<file path="config.mk">
export PLATFORM = sky130hd
export DESIGN_NAME = pre80_round_cell
export DESIGN_NICKNAME = d
export VERILOG_FILES = /design/src/rtl/pre80_pkg.sv /design/src/rtl/pre80_round_cell.sv
export SDC_FILE = /design/constraint.sdc
export NUM_CORES = 1
export LEC_CHECK = 0
export ABC_AREA = 1
export BUFFER_PORTS_ARGS = -buffer_cell sky130_fd_sc_hd__buf_2
export CORE_ASPECT_RATIO = 0.75
export CORE_MARGIN = 2
export CORE_UTILIZATION = 40
export CTS_CLUSTER_DIAMETER = 30
export DETAILED_ROUTE_END_ITERATION = 12
export PLACE_DENSITY_LB_ADDON = 0.05
export SETUP_SLACK_MARGIN = 0.15
export SYNTH_ARGS = -nofsm -noshare
export SYNTH_HDL_FRONTEND = slang
export SYNTH_SLANG_ARGS = --single-unit
</file>
<file path="constraint.sdc">
create_clock -name clk_i -period 1 [get_ports clk_i]
set_input_delay 0 -clock clk_i [delete_from_list [all_inputs] [get_ports clk_i]]
set_output_delay 0 -clock clk_i [all_outputs]
set_load 0.005 [all_outputs]
</file>
<file path="src/rtl/pre80_pkg.sv">
`default_nettype none

package pre80_pkg;

  localparam int unsigned BlockW = 64;
  localparam int unsigned KeyW   = 80;
  localparam int unsigned RndW   = 5;

  // Configuration register selects, taken from address bit 3.
  localparam logic REG_KEY_LOW  = 1'b0;
  localparam logic REG_KEY_HIGH = 1'b1;

  localparam logic [3:0] SBOX [16] = '{
    4'hC, 4'h5, 4'h6, 4'hB, 4'h9, 4'h0, 4'hA, 4'hD,
    4'h3, 4'hE, 4'hF, 4'h8, 4'h4, 4'h7, 4'h1, 4'h2
  };

  // What one cell hands to the next.
  typedef struct packed {
    logic              valid;
    logic [BlockW-1:0] state;
    logic [KeyW-1:0]   key;
  } cell_t;

  function automatic logic [BlockW-1:0] sub_layer(input logic [BlockW-1:0] s);
    logic [BlockW-1:0] r;
    r = '0;
    for (int n = 0; n < 16; n++) begin
      r[4*n +: 4] = SBOX[s[4*n +: 4]];
    end
    return r;
  endfunction

  // Bit i moves to i/4 + (i%4)*16.
  function automatic logic [BlockW-1:0] perm_layer(input logic [BlockW-1:0] s);
    logic [BlockW-1:0] r;
    r = '0;
    for (int i = 0; i < 64; i++) begin
      r[(i / 4) + (i % 4) * 16] = s[i];
    end
    return r;
  endfunction

  // Rotate left by 61, substitute the top nibble, fold in the round number.
  function automatic logic [KeyW-1:0] key_update(input logic [KeyW-1:0] k,
                                                 input logic [RndW-1:0] rnd);
    logic [KeyW-1:0] r;
    r = {k[18:0], k[79:19]};
    r[79:76] = SBOX[r[79:76]];
    r[19:15] = r[19:15] ^ rnd;
    return r;
  endfunction

endpackage

`default_nettype wire

</file>
<file path="src/rtl/pre80_round_cell.sv">
`default_nettype none

module pre80_round_cell (
  input  wire logic                       clk_i,
  input  wire logic                       rst_ni,
  input  wire logic [pre80_pkg::RndW-1:0] rnd_i,
  input  wire pre80_pkg::cell_t           cell_i,
  output pre80_pkg::cell_t                cell_o
);
  import pre80_pkg::*;

  logic              valid_d, valid_q;
  logic [BlockW-1:0] state_d, state_q;
  logic [KeyW-1:0]   key_d, key_q;

  always_comb begin
    valid_d = cell_i.valid;
    state_d = perm_layer(sub_layer(cell_i.state ^ cell_i.key[KeyW-1 -: BlockW]));
    key_d   = key_update(cell_i.key, rnd_i);
  end

  always_ff @(posedge clk_i or negedge rst_ni) begin
    if (!rst_ni) begin
      valid_q <= 1'b0;
    end else begin
      valid_q <= valid_d;
    end
  end

  always_ff @(posedge clk_i) begin
    state_q <= state_d;
    key_q   <= key_d;
  end

  assign cell_o.valid = valid_q;
  assign cell_o.state = state_q;
  assign cell_o.key   = key_q;

endmodule

`default_nettype wire
</file>
# Yosys cells after proc, flatten, opt, wreduce, memory -nomap -nowiden
# Memories as Yosys holds them, arrays and structs flattened. A register that Yosys moved wholly into a read port is not among the register bits.
# Cells that the tools add are included.
[op_classes]
n_mux = 2
n_addsub = 0
magnitude_cmp = 1
reduce_logical = 0
n_bitwise = 19
n_eq_ne = 0
shifts = 0
n_mul = 0
div_mod_pow = 0
[ops]
columns = ["op", "n"]
rows = [
  ["$not 4->5", 17],
  ["$xor 64x64->64", 1],
  ["$mux 4", 2],
  ["$ge 5x5->1 const B", 1],
  ["$xor 5x5->5", 1],
]
[word_totals]
latch_bits = 0
input_bits = 152
ram_bits = 0
rom_bits = 1088
elab_cells = 41
out_inout_bits = 145
register_bits = 81
n_memories = 17
[mem_list]
columns = ["name", "words", "width", "read_ports", "rd_clocked_by_memory_dff", "write_ports", "line_no", "rtl"]
rows = [
  ["(name not given)", 16, 4, 1, 1, 0, "pre80_pkg.sv:49", "r[79:76] = SBOX[r[79:76]];"],
  ["(name not given)", 16, 4, 1, 1, 0, "pre80_pkg.sv:29", "r[4*n +: 4] = SBOX[s[4*n +: 4]];"],
  ["(name not given)", 16, 4, 1, 1, 0, "pre80_pkg.sv:29", ""],
  ["(name not given)", 16, 4, 1, 1, 0, "pre80_pkg.sv:29", ""],
  ["(name not given)", 16, 4, 1, 1, 0, "pre80_pkg.sv:29", ""],
  ["(name not given)", 16, 4, 1, 1, 0, "pre80_pkg.sv:29", ""],
  ["+11 memories", "-", "-", "-", "-", "-", "-", ""],
]

# Depth between registers and ports, before layout
# Gate-level depths: netlist of the first run.
[logic_depth]
word_depth = 4
depth_mapped = 10

# Least setup slack after synthesis of the first run
# No wires, ideal clock.
[synth_path]
path_type = "input-to-reg"
startpoint = "in cell_i[105] (netlist bit)"
endpoint = "reg state_q[54]"
path_buffers = 0
t_required_ns = 0.888
setup_slack_ns = 0.048
cell_stages = 9
setup_time_ns = 0.112
arrival_time_ns = 0.840
cell_sequence = "nand2_1 > inv_1 > nor2_1 > inv_1 > ha_1 > inv_1 > nand2_1 > nand3_1 > nand2_1"
[synth_between]
elab_chain_len = 2
[synth_rtl]
columns = ["item", "line_no", "rtl"]
rows = [
  ["from (decl)", "pre80_round_cell.sv:7", "input wire pre80_pkg::cell_t cell_i,"],
  ["$xor 64x64->64", "pre80_round_cell.sv:18", "state_d = perm_layer(sub_layer(cell_i.state ^ cell_i.key[KeyW-1 -: BlockW]));"],
  ["$not 4->5 (not written as such)", "pre80_pkg.sv:29", ""],
  ["to (decl)", "pre80_round_cell.sv:13", "logic [BlockW-1:0] state_d, state_q;"],
]
# Every way passes these cells.

# Worst setup path after layout of the first run
[layout_path]
startpoint = "reg valid_q"
endpoint = "out cell_o[144] (netlist bit)"
[layout_lines]
columns = ["item", "line_no", "rtl"]
rows = [
  ["from (decl)", "pre80_round_cell.sv:12", "logic valid_d, valid_q;"],
  ["from (signal assigned)", "pre80_round_cell.sv:26", "valid_q <= valid_d;"],
  ["to (decl)", "pre80_round_cell.sv:8", "output pre80_pkg::cell_t cell_o"],
]
# No word-level cell between the ends.

==> results.toml, run 1 <==
[sta]
tns_ps = 0
fin_crit_ps = 895.7
final-max-slew-violation-count = 0
timing.hold.ws_ps = -146.2
max_slew.worst_pin.slew_ps = 358.2
maxSlewHeadroom_pct = 76.01
rsz0062_at_grt = "yes"
hold_viol_final = 6
period_share_pct = 89.57
fmax_mhz = 1117
setup_violations = 0

[finish]
multi_input_area_um2 = 3910
num-nets-final = 1768
utilization_pct = 66.59
fillers = 1510
seq_area_um2 = 2962
drive_above_1_share_pct = 33.02
fin_area_um2 = 11790
area_delta_synth_final_pct = 62.84

[critical_path]
slowest_delay_ps = 350
worst-path-max-fanout = 1
cp.arrival_ps = 900
cp-end-kind = "output port"
slowest_stage = "dfrtp_1"
startpoint = "valid_q"
worstPathBufferInverterCount = 1
worstPathCellList = "buf_2"
worstSetupPathType = "reg2out"
critPathLaunchType = "flip-flop"
cpLargestDelayFamily = "flip-flops"
worst_ep_required_time_ps = 1000

[power_and_ir_drop]
power_density_nw_per_um2 = 1487
leakagePower_nw = 6.877
ir_drop_mv = 1.007
finalPower_mw = 17.53

[routing]
routed_wl_um = 19720
wl_per_cell_um = 10.85
dr.first_iter.drc_count = 317
vias = 7639
via_per_inst = 4.202
detail-route-antenna-nets = 0
firstDrtPassIters = 5
drc = 0

[logic_synthesis]
synth.distinct_cells = 24
async_flop_share_pct = 0.6897
synth_warnings = 0
yosysSeqAreaShare_pct = 40.15
synth_edf_count = 0
yosysMostFrequentCell = "nand2_1"
ys_ff_latch = 145
synth_area_leaders = "dfxtp_1, nand2_1, inv_1, ha_1, nand3_1"
ys_top_cells_by_count = "nand2_1, inv_1, dfxtp_1"
avgSynthCellArea_um2 = 6.768
post-synth-top-area-fraction_pct = 39.81
syn_area_um2 = 7242
synth_cells = 1070
syn_nets = 1275
yosysTopAreaCell = "dfxtp_1"
ys.flop_type = "dfxtp_1"

[min_path]
hold_path_class = "in2reg"
hp-start = "cell_i[35]"

[clock_network]
cts_buffer_depth = 2
h-tree-depth = 4
clock_sinks = 145
clk_pin_slew_worst_paths_ps = 60
cts_inserted_buffers = 17
root_buffer = "clkbuf_16"
cts_tree = "done"

[status]
status = "complete, but fails checks"
violations = "negative hold slack"

[floorplan]
die_x_um = 159.4
start_util_pct = 40.89
die-area_um2 = 19210
num_io_pins = 297
die_h_um = 120.5
core_region_area_um2 = 17710
rows = 42

[placement]
dp.final_hpwl_um = 14350
dpl-instance-area_um2 = 9641
port-buffer-count = 296
gp_congestion = 0.8204

[global_routing]
first_global_vias = 7304
grt_start_max_net_pins = 17
grtUsageTotal_pct = 20.83
grt_overflow_total = 0
grt_antenna_before_repair = 1
grt_pass1_wl_um = 32750

[job]
max-cap-violations = 0
## metal layers
metal,part of all wire (%),global-route usage [%]
met2,47,35.27
met3,7.2,7.101
met4,1.5,5.625
met1,45,25.41
met5,0,0
## registers in the layout (all words and copies together) (netlist names)
register / cells
key_q: 80
state_q: 64
valid_q: 1
## where the power goes
group / total, mW / switching, mW / internal (mW)
logic: 4.56 / 2.26 / 2.30
registers: 6.66 / 0.182 / 6.48
clock network: 6.31 / 2.46 / 3.85
total: 17.5 / 4.90 / 12.6
## kinds of logic after synthesis
| logic type | count (synthesis) | synth area share, % |
|---|---|---|
| AND/OR/NAND/NOR | 659 | 35.97 |
| flip-flops | 145 | 40.15 |
| buffers and inverters | 181 | 9.537 |
| XOR/XNOR | 23 | 4.440 |
| AO/OA/AOI/OAI | 9 | 0.7430 |
| adder cells (fa/ha/maj) | 53 | 9.157 |
## final cells by class
| type | instances | area share (%) |
|---|---|---|
| sequential | 145 | 25.11 |
| clock inverter | 9 | 0.9019 |
| multi-input combinational | 744 | 33.16 |
| clock buffer | 22 | 4.021 |
| inverter | 179 | 5.761 |
| antenna | 1 | 0.02122 |
| tap | 242 | 2.568 |
| timing repair buffer | 476 | 28.46 |
## per-stage QoR
stage / instances / setup WS [ps]
after floorplan: 1070 / 134.1
after global placement: 1663 / -57.92
after detailed placement: 1663 / -79.63
after CTS: 1815 / 84.40
after global routing: 1817 / 74.92
final: 1818 / 104.4
## final timing paths
path,to,slack (ps),cells after the start
min in group asynchronous,valid_q,420,3
min,key_q[16],-150,2
max,cell_o[144],100,1
max in group asynchronous,valid_q,480,3
## cell usage in the layout, fill, tap and decap left out, types with 3 or more instances in the layout
| cell | n |
|---|---|
| nand2_1 | 497 |
| buf_2 | 264 |
| inv_1 | 161 |
| dlygate4sd3_1 | 115 |
| dfxtp_1 | 101 |
| nand3_1 | 70 |
| buf_4 | 58 |
| ha_1 | 51 |
| dfxtp_2 | 43 |
| nor2_1 | 33 |
| buf_6 | 32 |
| nand2_2 | 21 |
| inv_2 | 17 |
| clkbuf_16 | 17 |
| nor2_2 | 16 |
| xnor2_2 | 13 |
| nor2_4 | 12 |
| nand2_4 | 8 |
| dlymetal6s4s_1 | 7 |
| xor2_1 | 5 |
| xnor2_4 | 3 |
| clkinv_2 | 3 |
| clkinvlp_4 | 3 |
| clkbuf_8 | 3 |
## timing repair
action	CTS	global route
hold buffers	121	3
endpoints found under the hold margin	137	6
endpoints found under the setup margin	84	183
resized for setup	14	86
buffers inserted	0	1
gates cloned	0	0
pin swaps	0	5
No activity file was read; power rests on OpenSTA's default activity.
==> run 2: changes to the inputs <==
--- a/config.mk
+++ b/config.mk
@@ -12,8 +12,9 @@
 export CORE_UTILIZATION = 40
 export CTS_CLUSTER_DIAMETER = 30
 export DETAILED_ROUTE_END_ITERATION = 12
-export PLACE_DENSITY_LB_ADDON = 0.05
+export PLACE_DENSITY = 0.79
 export SETUP_SLACK_MARGIN = 0.15
+export SLEW_MARGIN = 40
 export SYNTH_ARGS = -nofsm -noshare
 export SYNTH_HDL_FRONTEND = slang
 export SYNTH_SLANG_ARGS = --single-unit
==> run 2 against run 1 <==
The run now ends clean. Fmax up 0.86%. Sequential power is 0.6% higher. Via count up 7.6%. Combinational power grew 3%. Sequential cell count unchanged. Cell area grew 0.58%. Clock power rose by 15%. Total power is 6.3% higher. First-iteration DRC count up 37%. Wire length rose by 15%. Critical path depth unchanged. Sequential share of layout area hardly changed. Critical endpoint unchanged. Largest cell class unchanged.
==> results.toml, run 2 (same netlist as run 1, synthesis figures left out) <==
[clock_network]
h-tree-depth = 4
cts_tree = "done"
clk_pin_slew_worst_paths_ps = 60
cts_buffer_depth = 2
cts_inserted_buffers = 17
clock_sinks = 145
root_buffer = "clkbuf_16"

[global_routing]
grt_start_max_net_pins = 17
grtUsageTotal_pct = 22.52
grt_overflow_total = 0
grt_antenna_before_repair = 0
first_global_vias = 7946
grt_pass1_wl_um = 35540

[critical_path]
cpLargestDelayFamily = "flip-flops"
worst-path-max-fanout = 1
worstPathBufferInverterCount = 1
slowest_delay_ps = 360
cp.arrival_ps = 890
cp-end-kind = "output port"
critPathLaunchType = "flip-flop"
worstPathCellList = "buf_2"
worst_ep_required_time_ps = 1000
worstSetupPathType = "reg2out"
slowest_stage = "dfrtp_1"

[finish]
reg_top3 = "key_q: 80 flops, state_q: 64 flops, valid_q: 1 flops"
largest_reg_flops = 80
num-nets-final = 1762
utilization_pct = 66.98
final_cells = 1811
regMostFlops = "key_q"
final_common_cell = "nand2_1"
drive_above_1_share_pct = 32.44
antennaDiodeCount = 0
area_delta_synth_final_pct = 63.79
mostFrequentLayoutCells = "nand2_1, buf_2, inv_1"

[floorplan]
core_region_area_um2 = 17710
die_x_um = 159.4
start_util_pct = 40.89
die_h_um = 120.5
num_io_pins = 297
rows = 42
die-area_um2 = 19210

[routing]
drc = 0
dr.first_iter.drc_count = 434
firstDrtPassIters = 6
detail-route-antenna-nets = 0
vias = 8223
routed_wl_um = 22740
wl_per_cell_um = 12.56
via_per_inst = 4.541

[placement]
port-buffer-count = 296
gp_congestion = 0.8128
dp_cells = 1649
dp.final_hpwl_um = 14430

[sta]
maxSlewHeadroom_pct = 79.86
final-max-slew-violation-count = 0
rsz0062_at_grt = "yes"
max_slew.worst_pin.slew_ps = 300.7
setup_violations = 0
tns_ps = 0
fin_crit_ps = 888.0
period_share_pct = 88.80
fmax_mhz = 1126
hold_viol_final = 0

[power_and_ir_drop]
power_density_nw_per_um2 = 1571
leakagePower_nw = 6.892
ir_drop_mv = 0.8759

[min_path]
hold_path_class = "in2reg"

[job]
max-cap-violations = 0

[status]
status = "completed"
[run 2: cell count changes in the layout (fill, tap and decap cells not counted), moves of 3 or more]
cell,before,now
buf_4,58,43
dfxtp_1,101,91
dfxtp_2,43,53
dlygate4sd3_1,115,124
nand2_1,497,504
buf_2,264,258
buf_6,32,38
nand2_2,21,16
bufinv_16,2,6
clkbuf_8,3,0
clkinv_4,0,3
[run 2: through the flow]
stage | hold slack, ps | worst slack, ps | total power, mW | instance area [µm²]
floorplan | -295.6 | 134.1 | 8.785 | 7456
global placement | -221.8 | -56.51 | 10.38 | 9535
detailed placement | -223.0 | -64.79 | 10.50 | 9535
CTS | -14.63 | 90.23 | 18.29 | 11560
global route | 16.81 | 59.21 | 19.56 | 11860
finish | 10.26 | 112.0 | 18.64 | 11860
[run 2: cell type report]
| class | instances | area, µm² |
|---|---|---|
| fillers | 1354 | 5848 |
| multi-input cells | 744 | 3871 |
| repair buffers | 470 | 3371 |
| flip-flops and latches | 145 | 2974 |
| inverters | 179 | 679.4 |
| clock buffers | 17 | 425.4 |
| well taps | 242 | 302.8 |
| clock inverters | 14 | 237.7 |
[run 2: tightest hold or removal path, cell delays in order]
cell and delay, ps:
buf_2 100, xnor2_2 90, inv_2 90, nand2_1 60, nand2_1 50
[run 2: worst paths after layout]
path | start | to | depth (start not counted)
max | valid_q | cell_o[144] | 1
max in group asynchronous | rst_ni | valid_q | 3
min | cell_i[103] | state_q[21] | 5
min in group asynchronous | rst_ni | valid_q | 3
[run 2: routing by layer]
layer,track usage (%),up-vias,part of all wire [%]
met1,24.83,3696,40
met5,0,-,0
met3,6.312,40,7.1
li1,-,4161,-
met4,8.182,0,2.1
met2,41.58,326,51
[run 2: report_power, final]
| part | leakage, nW | switching [mW] | total (mW) | internal (mW) |
|---|---|---|---|---|
| registers | 1.23 | 0.214 | 6.70 | 6.48 |
| logic | 5.34 | 2.38 | 4.71 | 2.33 |
| clock network | 0.323 | 2.56 | 7.23 | 4.67 |
| total | 6.89 | 5.15 | 18.6 | 13.5 |
[run 2: what timing repair did]
action / 4_1_cts / 5_1_grt
hold buffers: 131 / 0
endpoints found under the hold margin: 138 / 0
pin swaps: 0 / 2
gates resized for setup: 18 / 85
endpoints found under the setup margin: 53 / 163
setup buffers: 0 / 0
gates cloned: 0 / 0
